## config.mk

```make
export PLATFORM = sky130hd
export DESIGN_NAME = key_matrix_scanner
export DESIGN_NICKNAME = d
export VERILOG_FILES = /design/src/rtl/kms_pkg.sv /design/src/rtl/kms_front.sv /design/src/rtl/kms_queue.sv /design/src/rtl/kms_back.sv /design/src/rtl/key_matrix_scanner.sv
export SDC_FILE = /design/constraint.sdc
export NUM_CORES = 1
export LEC_CHECK = 0
export ABC_AREA = 1
export BUFFER_PORTS_ARGS = -buffer_cell sky130_fd_sc_hd__buf_2
export CORE_MARGIN = 2
export CORE_UTILIZATION = 40
export DETAILED_ROUTE_END_ITERATION = 6
export PLACE_DENSITY = 0.64
export SKIP_LAST_GASP = 1
export SYNTH_ARGS = -nofsm -noshare
export SYNTH_HDL_FRONTEND = slang
export SYNTH_SLANG_ARGS = --single-unit
```

## constraint.sdc

```tcl
create_clock -name aclk -period 2.5 [get_ports aclk]
set_input_delay 0 -clock aclk [delete_from_list [all_inputs] [get_ports aclk]]
set_output_delay 0 -clock aclk [all_outputs]
set_load 0.005 [all_outputs]
```

## src/rtl/kms_pkg.sv

```systemverilog
// kms_pkg: shared constants for the key matrix scanner.
// Used by kms_front, kms_queue, kms_back and key_matrix_scanner.
`timescale 1ns / 1ps

package kms_pkg;

    localparam int ROW_COUNT_DEF    = 4;
    localparam int COLUMN_COUNT_DEF = 4;

    // fixed port widths
    localparam int ROW_LEVELS_W = 4;
    localparam int DRIVE_W      = 4;
    localparam int EV_COL_W     = 2;
    localparam int EV_ROW_W     = 2;
    localparam int MASK_W       = 16;
    localparam int CFG_INDEX_W  = 2;
    localparam int CFG_DATA_W   = 16;

    // room for any row or column number before trimming to port width
    localparam int WIDE_W = 8;

    localparam int QUEUE_DEPTH = 2;

    localparam logic [CFG_INDEX_W-1:0] REG_PRESS_EN   = 2'd0;
    localparam logic [CFG_INDEX_W-1:0] REG_RELEASE_EN = 2'd1;

endpackage

```

## src/rtl/kms_front.sv

```systemverilog
// kms_front: enable registers, column counter and key bitmap.
// Turns each scan tick into a queue entry {column, release flags, event flags}.
// Depends on kms_pkg.
`timescale 1ns / 1ps

module kms_front
    import kms_pkg::*;
#(
    parameter int ROW_COUNT    = ROW_COUNT_DEF,
    parameter int COLUMN_COUNT = COLUMN_COUNT_DEF,
    localparam int COL_W       = $clog2(COLUMN_COUNT),
    localparam int ENTRY_W     = COL_W + 2 * ROW_COUNT
) (
    input  logic                    aclk,
    input  logic                    aresetn,
    input  logic                    cfg_valid,
    output logic                    cfg_ready,
    input  logic [CFG_INDEX_W-1:0]  cfg_index,
    input  logic [CFG_DATA_W-1:0]   cfg_data,
    input  logic                    s_valid,
    output logic                    s_ready,
    input  logic [ROW_LEVELS_W-1:0] s_row_levels,
    output logic                    q_push,
    output logic [ENTRY_W-1:0]      q_data,
    input  logic                    q_full
);

    logic [MASK_W-1:0] press_en_reg;
    logic [MASK_W-1:0] release_en_reg;
    logic [COL_W-1:0]  col_reg;
    logic [COL_W-1:0]  col_next;
    logic [COLUMN_COUNT-1:0][ROW_COUNT-1:0] bitmap_reg;
    logic [COLUMN_COUNT-1:0][ROW_COUNT-1:0] bitmap_next;
    logic [COLUMN_COUNT-1:0][ROW_COUNT-1:0] press_en_map;
    logic [COLUMN_COUNT-1:0][ROW_COUNT-1:0] release_en_map;
    logic [ROW_COUNT-1:0] levels;
    logic [ROW_COUNT-1:0] pressed;
    logic [ROW_COUNT-1:0] was;
    logic [ROW_COUNT-1:0] fall;
    logic [ROW_COUNT-1:0] ev;

    assign cfg_ready = 1'b1;
    assign s_ready   = !q_full;
    assign q_push    = s_valid && s_ready;

    // keys numbered 16 and up have no enable bit
    for (genvar c = 0; c < COLUMN_COUNT; c++) begin : g_col
        for (genvar r = 0; r < ROW_COUNT; r++) begin : g_row
            if (c * ROW_COUNT + r < MASK_W) begin : g_en
                assign press_en_map[c][r]   = press_en_reg[c * ROW_COUNT + r];
                assign release_en_map[c][r] = release_en_reg[c * ROW_COUNT + r];
            end else begin : g_no_en
                assign press_en_map[c][r]   = 1'b0;
                assign release_en_map[c][r] = 1'b0;
            end
        end
    end

    // rows beyond the port read as released
    for (genvar r = 0; r < ROW_COUNT; r++) begin : g_lvl
        if (r < ROW_LEVELS_W) begin : g_port
            assign levels[r] = s_row_levels[r];
        end else begin : g_idle
            assign levels[r] = 1'b1;
        end
    end

    always_comb begin
        col_next = (col_reg == COL_W'(COLUMN_COUNT - 1)) ? '0 : col_reg + COL_W'(1);
        pressed  = ~levels;
        was      = bitmap_reg[col_next];
        fall     = ~pressed & was;
        ev       = (pressed & ~was & press_en_map[col_next])
                 | (fall & release_en_map[col_next]);
        bitmap_next           = bitmap_reg;
        bitmap_next[col_next] = pressed;
        q_data   = {col_next, fall, ev};
    end

    always_ff @(posedge aclk) begin
        if (!aresetn) begin
            press_en_reg   <= '0;
            release_en_reg <= '0;
            col_reg        <= '0;
            bitmap_reg     <= '0;
        end else begin
            if (cfg_valid && cfg_ready) begin
                case (cfg_index)
                    REG_PRESS_EN:   press_en_reg   <= cfg_data;
                    REG_RELEASE_EN: release_en_reg <= cfg_data;
                    default: ;
                endcase
            end
            if (q_push) begin
                col_reg    <= col_next;
                bitmap_reg <= bitmap_next;
            end
        end
    end

endmodule

```

## src/rtl/kms_queue.sv

```systemverilog
// kms_queue: small FIFO of classified scan ticks between front and back.
// Depends on kms_pkg.
`timescale 1ns / 1ps

module kms_queue
    import kms_pkg::*;
#(
    parameter int WIDTH = 8,
    parameter int DEPTH = QUEUE_DEPTH,
    localparam int PTR_W = (DEPTH > 1) ? $clog2(DEPTH) : 1,
    localparam int CNT_W = $clog2(DEPTH + 1)
) (
    input  logic             aclk,
    input  logic             aresetn,
    input  logic             push,
    input  logic [WIDTH-1:0] push_data,
    output logic             full,
    input  logic             pop,
    output logic [WIDTH-1:0] pop_data,
    output logic             empty
);

    logic [WIDTH-1:0] mem [DEPTH];
    logic [PTR_W-1:0] wr_ptr_reg;
    logic [PTR_W-1:0] rd_ptr_reg;
    logic [CNT_W-1:0] count_reg;

    assign full     = (count_reg == CNT_W'(DEPTH));
    assign empty    = (count_reg == '0);
    assign pop_data = mem[rd_ptr_reg];

    always_ff @(posedge aclk) begin
        if (push) begin
            mem[wr_ptr_reg] <= push_data;
        end
    end

    always_ff @(posedge aclk) begin
        if (!aresetn) begin
            wr_ptr_reg <= '0;
            rd_ptr_reg <= '0;
            count_reg  <= '0;
        end else begin
            if (push) begin
                wr_ptr_reg <= (wr_ptr_reg == PTR_W'(DEPTH - 1)) ? '0 : wr_ptr_reg + PTR_W'(1);
            end
            if (pop) begin
                rd_ptr_reg <= (rd_ptr_reg == PTR_W'(DEPTH - 1)) ? '0 : rd_ptr_reg + PTR_W'(1);
            end
            case ({push, pop})
                2'b10:   count_reg <= count_reg + CNT_W'(1);
                2'b01:   count_reg <= count_reg - CNT_W'(1);
                default: count_reg <= count_reg;
            endcase
        end
    end

endmodule

```

## src/rtl/kms_back.sv

```systemverilog
// kms_back: walks the event flags of one queue entry, lowest row first,
// one result item per cycle into the output register while m_ready does not stall it. Depends on kms_pkg.
`timescale 1ns / 1ps

module kms_back
    import kms_pkg::*;
#(
    parameter int ROW_COUNT    = ROW_COUNT_DEF,
    parameter int COLUMN_COUNT = COLUMN_COUNT_DEF,
    localparam int COL_W       = $clog2(COLUMN_COUNT),
    localparam int RIDX_W      = (ROW_COUNT > 1) ? $clog2(ROW_COUNT) : 1,
    localparam int ENTRY_W     = COL_W + 2 * ROW_COUNT
) (
    input  logic                 aclk,
    input  logic                 aresetn,
    input  logic                 q_empty,
    input  logic [ENTRY_W-1:0]   q_data,
    output logic                 q_pop,
    output logic                 m_valid,
    input  logic                 m_ready,
    output logic [DRIVE_W-1:0]   m_column_drive,
    output logic                 m_event_valid,
    output logic [EV_COL_W-1:0]  m_event_column,
    output logic [EV_ROW_W-1:0]  m_event_row,
    output logic                 m_event_release,
    output logic                 m_last
);

    logic                 busy_reg;
    logic [ROW_COUNT-1:0] pend_reg;
    logic [ROW_COUNT-1:0] rel_reg;
    logic [COL_W-1:0]     col_reg;

    logic                 m_valid_reg;
    logic [DRIVE_W-1:0]   drive_reg;
    logic                 ev_valid_reg;
    logic [EV_COL_W-1:0]  ev_col_reg;
    logic [EV_ROW_W-1:0]  ev_row_reg;
    logic                 ev_rel_reg;
    logic                 last_reg;

    logic                 advance;
    logic                 have;
    logic [ROW_COUNT-1:0] src_mask;
    logic [ROW_COUNT-1:0] src_rel;
    logic [COL_W-1:0]     src_col;
    logic [ROW_COUNT-1:0] remain;
    logic [RIDX_W-1:0]    idx;
    logic                 any_ev;
    logic [WIDE_W-1:0]    drive_wide;
    logic [WIDE_W-1:0]    col_wide;
    logic [WIDE_W-1:0]    row_wide;

    assign advance = !m_valid_reg || m_ready;
    assign have    = busy_reg || !q_empty;
    assign q_pop   = advance && !busy_reg && !q_empty;

    always_comb begin
        src_mask = busy_reg ? pend_reg : q_data[ROW_COUNT-1:0];
        src_rel  = busy_reg ? rel_reg  : q_data[2*ROW_COUNT-1:ROW_COUNT];
        src_col  = busy_reg ? col_reg  : q_data[ENTRY_W-1 -: COL_W];
        remain   = src_mask & (src_mask - ROW_COUNT'(1));
        any_ev   = |src_mask;
        idx      = '0;
        for (int i = ROW_COUNT - 1; i >= 0; i--) begin
            if (src_mask[i]) begin
                idx = RIDX_W'(i);
            end
        end
        drive_wide = WIDE_W'(1) << src_col;
        col_wide   = WIDE_W'(src_col);
        row_wide   = WIDE_W'(idx);
    end

    always_ff @(posedge aclk) begin
        if (!aresetn) begin
            busy_reg    <= 1'b0;
            m_valid_reg <= 1'b0;
        end else if (advance) begin
            busy_reg    <= have && (remain != '0);
            m_valid_reg <= have;
        end
    end

    always_ff @(posedge aclk) begin
        if (advance && have) begin
            pend_reg     <= remain;
            rel_reg      <= src_rel;
            col_reg      <= src_col;
            drive_reg    <= drive_wide[DRIVE_W-1:0];
            ev_valid_reg <= any_ev;
            ev_col_reg   <= any_ev ? col_wide[EV_COL_W-1:0] : '0;
            ev_row_reg   <= any_ev ? row_wide[EV_ROW_W-1:0] : '0;
            ev_rel_reg   <= any_ev && src_rel[idx];
            last_reg     <= (remain == '0);
        end
    end

    assign m_valid         = m_valid_reg;
    assign m_column_drive  = drive_reg;
    assign m_event_valid   = ev_valid_reg;
    assign m_event_column  = ev_col_reg;
    assign m_event_row     = ev_row_reg;
    assign m_event_release = ev_rel_reg;
    assign m_last          = last_reg;

endmodule

```

## src/rtl/key_matrix_scanner.sv

```systemverilog
// key_matrix_scanner: top level of the key matrix scanner.
// Instantiates kms_front, kms_queue and kms_back; depends on kms_pkg.
//
//   channel  direction  handshake              payload
//   cfg      in         cfg_valid / cfg_ready  cfg_index, cfg_data
//   s        in         s_valid / s_ready      s_row_levels
//   m        out        m_valid / m_ready      column drive, event, last
//
// A scan tick is taken whenever the two-entry queue has room.
// A tick gives max(1, enabled events) items, one per cycle unless m_ready stalls,
// from the output register; a tick is held in the queue before its first item.
// Reset clears the control and state registers at once; there is no clearing pass.
// m_ready low holds the output; the queue then fills and drops s_ready.
// cfg_ready is always high.
`timescale 1ns / 1ps

module key_matrix_scanner
    import kms_pkg::*;
#(
    parameter int ROW_COUNT    = ROW_COUNT_DEF,
    parameter int COLUMN_COUNT = COLUMN_COUNT_DEF
) (
    input  logic                    aclk,
    input  logic                    aresetn,
    input  logic                    cfg_valid,
    output logic                    cfg_ready,
    input  logic [CFG_INDEX_W-1:0]  cfg_index,
    input  logic [CFG_DATA_W-1:0]   cfg_data,
    input  logic                    s_valid,
    output logic                    s_ready,
    input  logic [ROW_LEVELS_W-1:0] s_row_levels,
    output logic                    m_valid,
    input  logic                    m_ready,
    output logic [DRIVE_W-1:0]      m_column_drive,
    output logic                    m_event_valid,
    output logic [EV_COL_W-1:0]     m_event_column,
    output logic [EV_ROW_W-1:0]     m_event_row,
    output logic                    m_event_release,
    output logic                    m_last
);

    localparam int COL_W   = $clog2(COLUMN_COUNT);
    localparam int ENTRY_W = COL_W + 2 * ROW_COUNT;

    logic               q_push;
    logic               q_pop;
    logic               q_full;
    logic               q_empty;
    logic [ENTRY_W-1:0] q_wdata;
    logic [ENTRY_W-1:0] q_rdata;

    kms_front #(
        .ROW_COUNT    (ROW_COUNT),
        .COLUMN_COUNT (COLUMN_COUNT)
    ) u_front (
        .aclk         (aclk),
        .aresetn      (aresetn),
        .cfg_valid    (cfg_valid),
        .cfg_ready    (cfg_ready),
        .cfg_index    (cfg_index),
        .cfg_data     (cfg_data),
        .s_valid      (s_valid),
        .s_ready      (s_ready),
        .s_row_levels (s_row_levels),
        .q_push       (q_push),
        .q_data       (q_wdata),
        .q_full       (q_full)
    );

    kms_queue #(
        .WIDTH (ENTRY_W),
        .DEPTH (QUEUE_DEPTH)
    ) u_queue (
        .aclk      (aclk),
        .aresetn   (aresetn),
        .push      (q_push),
        .push_data (q_wdata),
        .full      (q_full),
        .pop       (q_pop),
        .pop_data  (q_rdata),
        .empty     (q_empty)
    );

    kms_back #(
        .ROW_COUNT    (ROW_COUNT),
        .COLUMN_COUNT (COLUMN_COUNT)
    ) u_back (
        .aclk            (aclk),
        .aresetn         (aresetn),
        .q_empty         (q_empty),
        .q_data          (q_rdata),
        .q_pop           (q_pop),
        .m_valid         (m_valid),
        .m_ready         (m_ready),
        .m_column_drive  (m_column_drive),
        .m_event_valid   (m_event_valid),
        .m_event_column  (m_event_column),
        .m_event_row     (m_event_row),
        .m_event_release (m_event_release),
        .m_last          (m_last)
    );

endmodule

```

==> results.sh, run 1 <==
export IMPL_critPathMaxFanout=16
export IMPL_use_met2=0.245
export IMPL_cp_start_kind="register"
export IMPL_wl_per_cell_um=12.7
export IMPL_synth_seq_area_share=0.563
export IMPL_synthArstFlopShare=0
export IMPL_largest_reg_flops=20
export IMPL_netlist_instances=484
export IMPL_drt_total_wl_mm=8.61
export IMPL_p_int_mw=3.25
export IMPL_max_freq_mhz=460
export IMPL_syn_area_per_cell_um2=8.60
export IMPL_viasPerCell=4.80
export IMPL_syn_to_final_growth_pct=16.8
export IMPL_ant_nets=0
export IMPL_ys_flop_type="dfxtp_1"
export IMPL_track_usage=0.160
export IMPL_yosys_warnings=0
export IMPL_postPlaceCellArea_um2=4490
export IMPL_critPathCaptureType="register"
export IMPL_ys_ff_latch=97
export IMPL_swShare=0.355
export IMPL_met3_usage=0.0368
export IMPL_timing_setup_tns_ps=0
export IMPL_worst_ep_arrival_time_ps=2280
export IMPL_setup_viol=0
export IMPL_final_hold_viol_count=0
export IMPL_root_buffer="clkbuf_8"
export IMPL_fp_dieH_um=106
export IMPL_grt_pass1_vias=2991
export IMPL_first_pass_iters=5
export IMPL_fp_dieW_um=106
export IMPL_hold_class="in2reg"
export IMPL_p_leak_nw=1.98
export IMPL_regMostFlops="u_queue.mem"
export IMPL_p_seq_frac=0.458
export IMPL_critPathLaunch="u_front.col_reg[0]$_SDFFE_PN0N_"
export IMPL_diodes=0
export IMPL_die_area_um2=11200
export IMPL_overflow=0
export IMPL_maxSlewViolCount=0
export IMPL_cts_tree="built"
export IMPL_outcome="complete, no violations"
export IMPL_gp_congestion=0.847
export IMPL_ys_types=33
export IMPL_initial_core_util=0.407
export IMPL_cts_sinks=97
export IMPL_path_clk_slew_ps=90
export IMPL_pwr_share_clk=0.202
export IMPL_remaining_drc_errors=0
export IMPL_synth_fp_nets=516
export IMPL_met1_usage=0.224
export IMPL_synth_largest_area_cell="edfxtp_1"
export IMPL_r2r_start="u_front.col_reg[0]$_SDFFE_PN0N_"
export IMPL_final_common_cell="nor2_1"
export IMPL_crit_required_ps=2600
export IMPL_fin_crit_sh=0.870
export IMPL_netlist_area_leader_share=0.289
export IMPL_cts_max_path_buffers=2
export IMPL_drive_gt1_frac=0.164
export IMPL_hold_start="s_row_levels[3]"
export IMPL_drt_iter0_markers=157
export IMPL_fin_skew_ps=10.3
export IMPL_slew_headroom=0.622
export IMPL_post_cts_buffers=0
export IMPL_combPwrFrac=0.340
export IMPL_hold_buffers=17
export IMPL_power_density_nw_per_um2=1040
export IMPL_portBuffers=39
export IMPL_htree_levels=3
export IMPL_crit_type="reg2reg"
export IMPL_cts_resized_gates=0
export IMPL_finalCriticalPeriod_ps=2170
export IMPL_synthTopCellsByArea="edfxtp_1, dfxtp_1, nor2_1"
export IMPL_routed_via_count=3257
export IMPL_final_area_um2=4860
export IMPL_worstMarginPinSlew_ps=564
export IMPL_vdd_drop_max_uv=537
export IMPL_grt_busiest_layer="met2"
export IMPL_final_cell_mix="nor2_1, o21ai_0, dfxtp_1"
export IMPL_antenna_found_initial=0
export IMPL_switchingPower_mw=1.79
export IMPL_rsz0062_at_grt="no"
export IMPL_coreArea_um2=10200
export IMPL_final_nets=570
export IMPL_grt_pass1_wl_mm=14.3
export IMPL_cap_violations=0
export IMPL_cts_buffers=9
export IMPL_post_dp_hpwl_mm=6.19
export IMPL_ios=41
export IMPL_syn_area_um2=4160
export IMPL_clock_latency_ps=360
export IMPL_grt_max_degree=39
export IMPL_num_rows=37
export IMPL_synth_edf_count=40
power groups by stage:
stage                     Clock, mW  Combinational [mW]  Sequential, mW
after detailed placement          0                1.69            2.35
after global placement            0                1.66            2.34
after CTS                      1.05                1.72            2.31
after floorplan                   0                1.28            2.32
final                          1.02                1.71            2.31
after global routing           1.12                1.95            2.35
metal layers:
layer  routed length, um  vias to the layer above  part of all wire
met3                 365                       13             0.042
li1                    -                     1715                 -
met2                3830                       68              0.44
met5                   0                        -                 0
met1                4280                     1461              0.50
met4                 142                        0             0.016
through the flow:
step | std cells | utilization | setup WS, ps | total power, mW | hold slack, ps
3_3_place_gp | 646 | 0.438 | 546 | 4.00 | 232
4_1_cts | 679 | 0.475 | 368 | 5.08 | 25.1
5_1_grt | 679 | 0.475 | 149 | 5.42 | 30.7
3_5_place_dp | 646 | 0.438 | 384 | 4.04 | 247
2_1_floorplan | 484 | - | 333 | 3.60 | 135
6_report | 679 | 0.475 | 325 | 5.04 | 42.8
worst max-delay path, stage by stage, from the launching register on:
cell	delay, ps
dfxtp_1	440
inv_1	120
ha_1	590
inv_1	280
o21ai_0	140
o22ai_1	90
inv_1	90
nor2_2	50
nand2_1	60
nand2_1	70
path summary, 6_finish.rpt:
check / end / slack (ps) / cells past startpoint
worst max register to register: u_queue.mem[0][2]$_DFFE_PP_ / 330 / 9
worst max-delay path: u_queue.mem[0][2]$_DFFE_PP_ / 330 / 9
worst min register to register: u_front.bitmap_reg[7]$_SDFFE_PN0P_ / 470 / 2
worst min-delay path: u_front.bitmap_reg[11]$_SDFFE_PN0P_ / 40 / 4
logic make-up (layout without fill, tap and decap cells):
logic type / Yosys count / count (layout) / share of synthesized area
buffers and inverters: 60 / 119 / 0.0595
adders and majority gates: 5 / 5 / 0.0150
other: 1 / 1 / 0.000901
xor gates and xnor gates: 1 / 1 / 0.00211
and+or+nand+nor: 210 / 210 / 0.216
DFF: 97 / 97 / 0.563
AOI/OAI and AO/OA: 109 / 109 / 0.141
muxes: 1 / 1 / 0.00241
area by class of cell:
type	instances	area [um2]
clock buffers	9	124
clock inverters	7	80.1
fillers	961	5370
inverters	40	151
multi-input cells	327	1570
flip-flops and latches	97	2340
well taps	136	170
repair buffers	63	418
synth_stat cells (4+ instances only):
master,instances
nand2_1,55
dfxtp_1,57
o21ai_0,61
a21oi_1,24
inv_1,35
nand3_1,26
nor2_1,106
nor2_2,5
ha_1,5
clkbuf_1,10
or2_2,5
o211ai_1,5
o21ai_1,4
edfxtp_1,40
o22ai_1,12
nand2_2,4
buf_2,8
(Power assumes the default switching activity.)
==> run 2: changes to the inputs <==
- ABC_AREA: 1 -> not set
- SETUP_SLACK_MARGIN: not set -> 0.02
==> run 2 against run 1 <==
- highest routed layer unchanged
- synthesized cell count shrank 23%
- synthesized area barely moved
- global-route usage down 1.5 points
- die area is essentially flat
- wire length is 12% lower
==> results.sh, run 2 <==
export IMPL_pwr_share_clk=0.218
export IMPL_synth_seq_area_share=0.555
export IMPL_grt_pass1_wl_mm=12.9
export IMPL_hold_start="s_row_levels[0]"
export IMPL_syn_to_final_growth_pct=16.6
export IMPL_drive_gt1_frac=0.196
export IMPL_outcome="complete, no violations"
export IMPL_fp_dieW_um=106
export IMPL_combPwrFrac=0.279
export IMPL_overflow=0
export IMPL_antenna_found_initial=0
export IMPL_yosysMostFrequentCell="nand2_1"
export IMPL_netlist_instances=375
export IMPL_drt_iter0_markers=142
export IMPL_hold_buffers=19
export IMPL_ant_nets=0
export IMPL_crit_type="reg2reg"
export IMPL_synth_common_cells="nand2_1, dfxtp_1, edfxtp_1"
export IMPL_diodes=0
export IMPL_netlist_area_leader_share=0.281
export IMPL_rsz0062_at_grt="no"
export IMPL_critPathCaptureType="register"
export IMPL_syn_area_per_cell_um2=11.1
export IMPL_path_clk_slew_ps=90
export IMPL_largest_reg_flops=20
export IMPL_swShare=0.300
export IMPL_maxSlewViolCount=0
export IMPL_final_cell_mix="nand2_1, dfxtp_1, buf_2, edfxtp_1, a21boi_0"
export IMPL_fin_skew_ps=12.4
export IMPL_p_seq_frac=0.503
export IMPL_grt_pass1_vias=2784
export IMPL_ios=41
export IMPL_synthTopCellsByArea="edfxtp_1, dfxtp_1, nand2_1"
export IMPL_remaining_drc_errors=0
export IMPL_drt_total_wl_mm=7.60
export IMPL_critPathMaxFanout=12
export IMPL_worst_ep_arrival_time_ps=2250
export IMPL_routed_via_count=2797
export IMPL_grt_max_degree=59
export IMPL_synthArstFlopShare=0
export IMPL_cts_sinks=96
export IMPL_setup_viol=0
export IMPL_finalPower_mw=4.40
export IMPL_syn_area_um2=4160
export IMPL_synth_edf_count=39
export IMPL_regMostFlops="u_queue.mem"
export IMPL_worstMarginPinSlew_ps=879
export IMPL_max_freq_mhz=462
export IMPL_num_rows=37
export IMPL_ys_ff_latch=96
export IMPL_critical_path_max_stage_delay_ps=630
export IMPL_wl_per_cell_um=13.3
export IMPL_ys_types=43
export IMPL_portBuffers=39
export IMPL_ys_flop_type="dfxtp_1"
export IMPL_instances_no_fill=570
export IMPL_synth_largest_area_cell="edfxtp_1"
export IMPL_cts_max_path_buffers=2
export IMPL_post_dp_hpwl_mm=5.23
export IMPL_crit_buf_inv=1
export IMPL_final_nets=461
export IMPL_track_usage=0.145
export IMPL_yosys_warnings=0
export IMPL_switchingPower_mw=1.32
export IMPL_synth_fp_nets=407
export IMPL_p_leak_nw=1.96
export IMPL_n_fill_cell=957
export IMPL_cp_start_kind="register"
export IMPL_cp_cell_sequence="inv_1, ha_1, mux4_2, nand2b_1, o21ai_0"
export IMPL_first_pass_iters=7
export IMPL_fin_crit_sh=0.866
export IMPL_finalCriticalPeriod_ps=2170
export IMPL_post_cts_buffers=0
export IMPL_r2r_start="u_front.col_reg[0]$_SDFFE_PN0N_"
export IMPL_clock_latency_ps=360
export IMPL_hold_class="in2reg"
export IMPL_gp_congestion=0.799
export IMPL_fp_dieH_um=106
export IMPL_slew_headroom=0.414
export IMPL_coreArea_um2=10200
export IMPL_root_buffer="clkbuf_8"
export IMPL_initial_core_util=0.407
export IMPL_cap_violations=0
export IMPL_cts_tree="built"
export IMPL_crit_required_ps=2590
export IMPL_cts_resized_gates=0
export IMPL_viasPerCell=4.91
export IMPL_final_common_cell="nand2_1"
export IMPL_htree_levels=3
export IMPL_cts_buffers=9
export IMPL_die_area_um2=11200
export IMPL_vdd_drop_max_uv=427
export IMPL_crit_family="adder cells"
export IMPL_p_int_mw=3.08
export IMPL_slowest_stage="ha_1"
export IMPL_final_hold_viol_count=0
export IMPL_critPathLaunch="u_front.col_reg[0]$_SDFFE_PN0N_"
export IMPL_timing_setup_tns_ps=0
export IMPL_power_density_nw_per_um2=907
export IMPL_place_inst=535
## run 2: changes by cell type after synthesis, moves of 24 or more
cell      delta
o21ai_0     -52
inv_1       -29
a21boi_0    +34
a21oi_1     -24
nand2_1     +41
nor2_1      -95
## run 2: routing by layer
layer | up-vias | GRT usage | share of wire
li1 | 1421 | - | -
met1 | 1310 | 0.170 | 0.45
met2 | 60 | 0.263 | 0.50
met3 | 6 | 0.0417 | 0.041
met4 | 0 | 0.0310 | 0.0066
met5 | - | 0 | 0
## run 2: area by class of cell
class / count / area [um2] / area share
clock buffer: 11 / 156 / 0.0322
clock inverter: 5 / 33.8 / 0.00696
inverter: 6 / 22.5 / 0.00464
multi-input combinational: 251 / 1720 / 0.354
sequential: 96 / 2310 / 0.476
tap: 136 / 170 / 0.0351
timing repair buffer: 65 / 438 / 0.0902
## run 2: power groups by stage
stage	Combinational [mW]	Sequential, mW	Clock (mW)
global route	1.38	2.25	1.05
floorplan	0.892	2.23	0
CTS	1.25	2.22	0.991
detailed placement	1.21	2.26	0
global placement	1.20	2.25	0
finish	1.23	2.22	0.960
## run 2: worst paths after layout
kind	end	slack, ps	depth (start not counted)
worst max register to register	u_queue.mem[1][3]$_DFFE_PP_	330	5
worst min-delay path	u_front.bitmap_reg[8]$_SDFFE_PN0P_	20	3
worst min register to register	u_front.press_en_map[0]$_SDFFE_PN0P_	470	2
worst max-delay path	u_queue.mem[1][3]$_DFFE_PP_	330	5
## run 2: through the flow
stage	area [um2]	utilization	worst slack [ps]	hold slack, ps
6_report	4850	0.474	334	19.7
5_1_grt	4850	0.474	205	7.38
4_1_cts	4850	0.474	332	2.70
3_5_place_dp	4470	0.437	332	267
3_3_place_gp	4470	0.437	428	250
2_1_floorplan	4160	-	487	135
## run 2: worst min-delay path: stages
cell and delay (ps):
buf_2 150, nand2_1 70, o211a_1 130
## run 2: kinds of logic after synthesis
logic type	Yosys count	synth area share
mux	23	0.0956
flops	96	0.555
fa+ha+maj	5	0.0150
other cells	1	0.000901
xor+xnor	4	0.00842
buf+inv	28	0.0313
compound gates	71	0.134
simple gates	147	0.159
